### src/sv/sve_pkg.sv
`default_nettype none

package sve_pkg;

  // Field widths.
  localparam int unsigned ValueW = 32;
  localparam int unsigned ByteW  = 8;
  localparam int unsigned MaxBytes = 5;
  localparam int unsigned CntW   = 3;
  localparam int unsigned StreamW = ByteW * MaxBytes;

  // Flag bits and group masks of an encoded byte.
  localparam logic [ByteW-1:0] MoreFlag = 8'h80;
  localparam logic [ByteW-1:0] NegFlag  = 8'h40;
  localparam logic [ByteW-1:0] Low6Mask = 8'h3f;
  localparam logic [ByteW-1:0] Low7Mask = 8'h7f;

  typedef logic [CntW-1:0]    cnt_t;
  typedef logic [StreamW-1:0] stream_t;

  // Number of bytes needed for a magnitude: six bits in the first byte,
  // seven in each following byte.
  function automatic cnt_t byte_count(input logic [ValueW-1:0] mag);
    cnt_t c;
    c = cnt_t'(1);
    if (|mag[ValueW-1:6])  c = cnt_t'(2);
    if (|mag[ValueW-1:13]) c = cnt_t'(3);
    if (|mag[ValueW-1:20]) c = cnt_t'(4);
    if (|mag[ValueW-1:27]) c = cnt_t'(5);
    return c;
  endfunction

  // Builds the whole encoding, first byte in the top byte lane.
  // Lanes past the byte count are zero.
  function automatic stream_t build_stream(input logic [ValueW-1:0] mag,
                                           input logic neg,
                                           input cnt_t cnt);
    logic [33:0]      m;
    logic [ByteW-1:0] nf;
    stream_t          s;
    m  = {2'b00, mag};
    nf = neg ? NegFlag : 8'h00;
    s  = '0;
    case (cnt)
      cnt_t'(1): begin
        s[39:32] = nf | ({2'b00, m[5:0]} & Low6Mask);
      end
      cnt_t'(2): begin
        s[39:32] = MoreFlag | nf | {2'b00, m[12:7]};
        s[31:24] = {1'b0, m[6:0]} & Low7Mask;
      end
      cnt_t'(3): begin
        s[39:32] = MoreFlag | nf | {2'b00, m[19:14]};
        s[31:24] = MoreFlag | {1'b0, m[13:7]};
        s[23:16] = {1'b0, m[6:0]};
      end
      cnt_t'(4): begin
        s[39:32] = MoreFlag | nf | {2'b00, m[26:21]};
        s[31:24] = MoreFlag | {1'b0, m[20:14]};
        s[23:16] = MoreFlag | {1'b0, m[13:7]};
        s[15:8]  = {1'b0, m[6:0]};
      end
      default: begin
        s[39:32] = MoreFlag | nf | {2'b00, m[33:28]};
        s[31:24] = MoreFlag | {1'b0, m[27:21]};
        s[23:16] = MoreFlag | {1'b0, m[20:14]};
        s[15:8]  = MoreFlag | {1'b0, m[13:7]};
        s[7:0]   = {1'b0, m[6:0]};
      end
    endcase
    return s;
  endfunction

endpackage

`default_nettype wire

### src/sv/signed_varint_encoder_top.sv
// The first byte of an item goes through the pipeline stages and the serializer register.
// Throughput: one byte per cycle while out_stall_i is low; an item has 1 to 5 bytes.
// The serializer, which holds one item and shifts out its bytes, sets the item rate.
// Reset (rst_ni low, asynchronous) clears all stage valid bits and the byte count;
// data registers are not reset.
`default_nettype none

module signed_varint_encoder_top (
  input  wire logic                             clk_i,
  input  wire logic                             rst_ni,
  input  wire logic                             in_valid_i,
  output logic                                  in_stall_o,
  input  wire logic signed [sve_pkg::ValueW-1:0] value_i,
  output logic                                  out_valid_o,
  input  wire logic                             out_stall_i,
  output logic             [sve_pkg::ByteW-1:0]  code_byte_o,
  output logic                                  last_o
);

  // Stage valid bits.
  logic v1_q, v2_q, v3_q, v4_q;
  // Stage payloads.
  logic [sve_pkg::ValueW-1:0] raw1_q;
  logic                       neg2_q, neg3_q;
  logic [sve_pkg::ValueW-1:0] mag2_q, mag3_q;
  sve_pkg::cnt_t              cnt3_q, cnt4_q;
  sve_pkg::stream_t           strm4_q;
  // Serializer.
  sve_pkg::stream_t           ser_q, ser_d;
  sve_pkg::cnt_t              rem_q, rem_d;

  logic pop, load;
  logic adv1, adv2, adv3, adv4;
  logic rdy1, rdy2, rdy3, rdy4;

  // Output handshake and serializer load condition.
  assign pop  = out_valid_o && !out_stall_i;
  assign load = v4_q && ((rem_q == '0) || ((rem_q == sve_pkg::cnt_t'(1)) && pop));

  // Each stage moves on when it is empty or the next stage takes its item.
  assign rdy4 = !v4_q || load;
  assign rdy3 = !v3_q || rdy4;
  assign rdy2 = !v2_q || rdy3;
  assign rdy1 = !v1_q || rdy2;

  assign adv1 = in_valid_i && rdy1;
  assign adv2 = v1_q && rdy2;
  assign adv3 = v2_q && rdy3;
  assign adv4 = v3_q && rdy4;

  assign in_stall_o = !rdy1;

  // Valid bits of the pipeline stages.
  always_ff @(posedge clk_i or negedge rst_ni) begin
    if (!rst_ni) begin
      v1_q <= 1'b0;
      v2_q <= 1'b0;
      v3_q <= 1'b0;
      v4_q <= 1'b0;
    end else begin
      if (rdy1) v1_q <= in_valid_i;
      if (rdy2) v2_q <= v1_q;
      if (rdy3) v3_q <= v2_q;
      if (rdy4) v4_q <= v3_q;
    end
  end

  // Stage 1 captures the input, stage 2 takes the absolute value,
  // stage 3 counts bytes, stage 4 assembles the byte stream.
  always_ff @(posedge clk_i) begin
    if (adv1) begin
      raw1_q <= value_i;
    end
    if (adv2) begin
      neg2_q <= raw1_q[sve_pkg::ValueW-1];
      mag2_q <= raw1_q[sve_pkg::ValueW-1] ? (~raw1_q + 1'b1) : raw1_q;
    end
    if (adv3) begin
      neg3_q <= neg2_q;
      mag3_q <= mag2_q;
      cnt3_q <= sve_pkg::byte_count(mag2_q);
    end
    if (adv4) begin
      cnt4_q  <= cnt3_q;
      strm4_q <= sve_pkg::build_stream(mag3_q, neg3_q, cnt3_q);
    end
  end

  // Serializer: load a new stream or shift out one byte per accepted output byte.
  always_comb begin
    ser_d = ser_q;
    rem_d = rem_q;
    if (load) begin
      ser_d = strm4_q;
      rem_d = cnt4_q;
    end else if (pop) begin
      ser_d = {ser_q[sve_pkg::StreamW-sve_pkg::ByteW-1:0], {sve_pkg::ByteW{1'b0}}};
      rem_d = rem_q - 1'b1;
    end
  end

  always_ff @(posedge clk_i or negedge rst_ni) begin
    if (!rst_ni) begin
      rem_q <= '0;
    end else begin
      rem_q <= rem_d;
    end
  end

  always_ff @(posedge clk_i) begin
    ser_q <= ser_d;
  end

  // Output driven straight from the serializer registers.
  assign out_valid_o = (rem_q != '0);
  assign code_byte_o = ser_q[sve_pkg::StreamW-1 -: sve_pkg::ByteW];
  assign last_o      = (rem_q == sve_pkg::cnt_t'(1));

endmodule

`default_nettype wire

### config.mk
export PLATFORM = sky130hd
export DESIGN_NAME = signed_varint_encoder_top
export DESIGN_NICKNAME = d
export VERILOG_FILES = /design/src/sv/sve_pkg.sv /design/src/sv/signed_varint_encoder_top.sv
export SDC_FILE = /design/constraint.sdc
export NUM_CORES = 1
export LEC_CHECK = 0
export BUFFER_PORTS_ARGS = -buffer_cell sky130_fd_sc_hd__buf_2
export CORE_MARGIN = 4
export CORE_UTILIZATION = 60
export CTS_BUF_LIST = sky130_fd_sc_hd__clkbuf_4 sky130_fd_sc_hd__clkbuf_8 sky130_fd_sc_hd__clkbuf_16
export DETAILED_ROUTE_END_ITERATION = 10
export GPL_TIMING_DRIVEN = 0
export PLACE_DENSITY_LB_ADDON = 0.05
export SYNTH_ARGS = -nofsm -noshare
export SYNTH_HDL_FRONTEND = slang
export SYNTH_SLANG_ARGS = --single-unit
### constraint.sdc
create_clock -name clk_i -period 4.6 [get_ports clk_i]
set_input_delay 0.23 -clock clk_i [delete_from_list [all_inputs] [get_ports clk_i]]
set_output_delay 0.23 -clock clk_i [all_outputs]
set_load 0.005 [all_outputs]
==> results.yml <==
worst_setup_path:
  regToRegStartpoint: "rem_q[1]"
  worst_r2r_path_depth: 8
  worstPathRequired_ns: 4.65
  path_buf_inv: 3
  critPathTopFamily: "simple AND/OR/NAND/NOR gates"
  critPathKind: "register to register"
  crit_top_cell: "buf_2"
  r2r_slack_ns: 1.41
  r2r-end: "ser_q[27]"
  crit_slowest_cell: "or2_2"
  critPathMaxFanout: 39
  crit_path_start_kind: "register"
  startpoint: "rem_q[1]"
  cp-end-kind: "register"
  path_cells: "inv_1 > ha_1 > nand2b_1 > a21oi_1 > and2_1 > buf_2 > buf_2 > or2_2"
  slowest_delay_ns: 0.74
  crit_arrival_ns: 3.24
synth:
  yosys_warnings: 0
  synth_area_per_cell_sq_um: 14.6
  ys_async_sr_fraction: 0.0370
  yosysSeqAreaShare: 0.687
  ys_ff_latch: 189
  synth_nets: 601
  synth_cell_types: 48
  synthCells: 561
  synth-edff-count: 182
  ys.flop_type: "edfxtp_1"
  netlist_area_sq_um: 8210
clocking:
  cts_tree: "done"
  cts_buffer_depth: 2
  clk_pin_slew_ns: 0.07
  cts_max_level: 4
  clock-sinks: 189
  cts_resized: 0
  clock_latency_ns: 0.43
  clockRootBuffer: "clkbuf_16"
  numCtsBuffers: 17
placement:
  dp_cells: 784
  dp_hpwl_um: 11300
  dpl_cell_area_sq_um: 8680
  place_congestion: 0.924
  portBuffers: 46
cells_and_area:
  final_cell_mix: "edfxtp_1 (182), buf_2 (50), mux2_2 (39), dlygate4sd3_1 (34), nand2_1 (32)"
  design_area_sq_um: 9600
  final_nets: 701
  layout_commonest_cell: "edfxtp_1"
  drive_above_1_share: 0.217
  diodes: 0
  stdcell_count: 850
  area_delta_synth_final_pct: 17.0
pwr:
  sequentialPowerShare: 0.532
  p_leak_nw: 3.31
  p_comb_frac: 0.250
  clockPowerShare: 0.219
  internal_power_mw: 4.35
  peakVddDrop_mv: 0.431
  p_per_area_nw_per_um2: 653
  sw_frac_of_total: 0.305
  fin_total_pwr_mw: 6.27
  switchingPower_mw: 1.91
floorplanning:
  die_w_um: 125
  fp.coreArea_sq_um: 13300
  die_height_um: 125
  start_util: 0.617
  die_area_sq_um: 15600
  rows: 42
  ios: 47
sta:
  timing.fmax_mhz: 314
  tns_ns: 0
  hold_viol_final: 0
  clock_skew_ns: 0.00793
  rsz0062_at_grt: "no"
  tightest_slew_ns: 1.30
  finalSetupViolCount: 0
  slew_viol_final: 0
  fin_crit_ns: 3.19
  slew_headroom: 0.131
  post-route-period-util: 0.693
grt:
  track_usage: 0.223
  grt_pass1_vias: 5038
  grt_pass1_wl_um: 26900
  grt-ovfl-total: 0
  antenna_found_initial: 0
  grt_max_degree: 40
route:
  wl_um: 16600
  drt_iter0_drc: 411
  drcViolationCount: 0
  viasPerCell: 5.85
  ant_nets: 0
  firstDrtPassIters: 5
  avgRoutedWirePerCell_um: 19.5
  num_vias: 4973
status:
  status: "completed"
flow_run:
  maxCapViolCount: 0
hold_path:
  worst_hold_path_type: "input pin to asynchronous set/reset pin"
## through the flow
step                setup slack [ns]  hold WS (ns)  utilization
floorplan                       1.12       -0.0656            -
global placement              0.0411        0.0651        0.651
detailed placement              1.37        0.0745        0.653
CTS                             1.36         0.161        0.722
global route                    1.17         0.185        0.722
finish                          1.41         0.173        0.722
## logic make-up (layout without fill, tap and decap cells)
logic type / count (synthesis) / after routing / synth area share
DFF: 189 / 189 / 0.687
and+or+nand+nor: 141 / 141 / 0.0942
AOI/OAI and AO/OA: 103 / 103 / 0.0900
muxes: 47 / 47 / 0.0633
buffers and inverters: 45 / 158 / 0.0249
xor gates and xnor gates: 32 / 32 / 0.0342
adders and majority gates: 4 / 4 / 0.00610
## per-layer routing
layer  wire [um]  vias to the layer above  share of wire  global-route usage
li1            -                     2369              -                   -
met1        6820                     2410           0.41               0.279
met2        8620                      170           0.52               0.386
met3         779                       24          0.047              0.0486
met4         354                        0          0.021              0.0791
met5           0                        -              0                   0
## timing repair
item,4_1_cts,5_1_grt
hold buffers,34,0
setup endpoints to repair,0,0
buffers inserted,0,0
endpoints found under the hold margin,40,0
## state kept, by name (all words and copies together), names as in the netlist
| register | flops |
|---|---|
| v4_q | 1 |
| v1_q | 1 |
| neg3_q | 1 |
| ser_q | 39 |
| v3_q | 1 |
| strm4_q | 39 |
| neg2_q | 1 |
| rem_q | 3 |
| v2_q | 1 |
| cnt4_q | 3 |
| raw1_q | 32 |
| mag3_q | 32 |
| mag2_q | 32 |
| cnt3_q | 3 |
## area by class of cell
cell class,count,area [sq um]
clock buffer,18,439
tap,176,220
sequential,189,5640
multi-input combinational,327,2370
clock inverter,14,133
buffer,36,170
inverter,9,33.8
fill,843,3700
timing repair buffer,81,591
## how the worst max path moves through the flow
stage             endpoint  depth (start not counted)
2_1_floorplan    cnt4_q[0]                          6
3_3_place_gp   strm4_q[27]                          6
3_5_place_dp    mag3_q[29]                          7
4_1_cts         mag3_q[15]                          7
5_1_grt           ser_q[8]                          8
6_report         ser_q[27]                          8
## synthesized netlist by cell type (3+ instances only)
cell type | n | area, sq um
o41ai_2 | 4 | 65.1
nor3_1 | 3 | 15.0
a211oi_1 | 3 | 22.5
or2_2 | 4 | 25.0
a21oi_1 | 11 | 55.1
buf_2 | 4 | 20.0
and3_1 | 11 | 68.8
or4_1 | 7 | 52.6
o221ai_1 | 13 | 114
a32oi_1 | 6 | 52.6
buf_1 | 4 | 15.0
nand3_1 | 14 | 70.1
nor2_1 | 20 | 75.1
o21ai_0 | 24 | 120
and2_1 | 16 | 100
clkbuf_1 | 20 | 75.1
nor4_1 | 4 | 25.0
buf_4 | 8 | 60.1
xnor2_1 | 30 | 263
o31ai_1 | 10 | 75.1
ha_1 | 4 | 50.1
a22oi_1 | 6 | 45.0
or3_1 | 4 | 25.0
nor2b_1 | 9 | 56.3
mux2_2 | 39 | 439
nand2b_1 | 9 | 56.3
a31oi_1 | 3 | 18.8
dfrtp_1 | 7 | 175
nand2_1 | 32 | 120
edfxtp_1 | 182 | 5470
o22ai_1 | 9 | 56.3
inv_1 | 9 | 33.8
mux2i_1 | 8 | 80.1
## worst register-to-register path, delay by kind of cell (launching register included)
kind	cells	cell delay, ns
buffers and inverters	3	0.62
adder cells (fa/ha/maj)	1	0.18
AND/OR/NAND/NOR	3	1.04
AO/OA/AOI/OAI	1	0.56
flip-flops	1	0.38
## power groups by stage
| stage | clock network (mW) | logic, mW | registers (mW) |
|---|---|---|---|
| final | 1.37 | 1.56 | 3.33 |
| after global routing | 1.49 | 1.74 | 3.39 |
| after CTS | 1.39 | 1.58 | 3.34 |
| after detailed placement | 0 | 1.54 | 3.37 |
| after global placement | 0 | 1.47 | 3.35 |
| after floorplan | 0 | 1.16 | 3.19 |
Note: power is estimated with default switching activity, not from simulation.
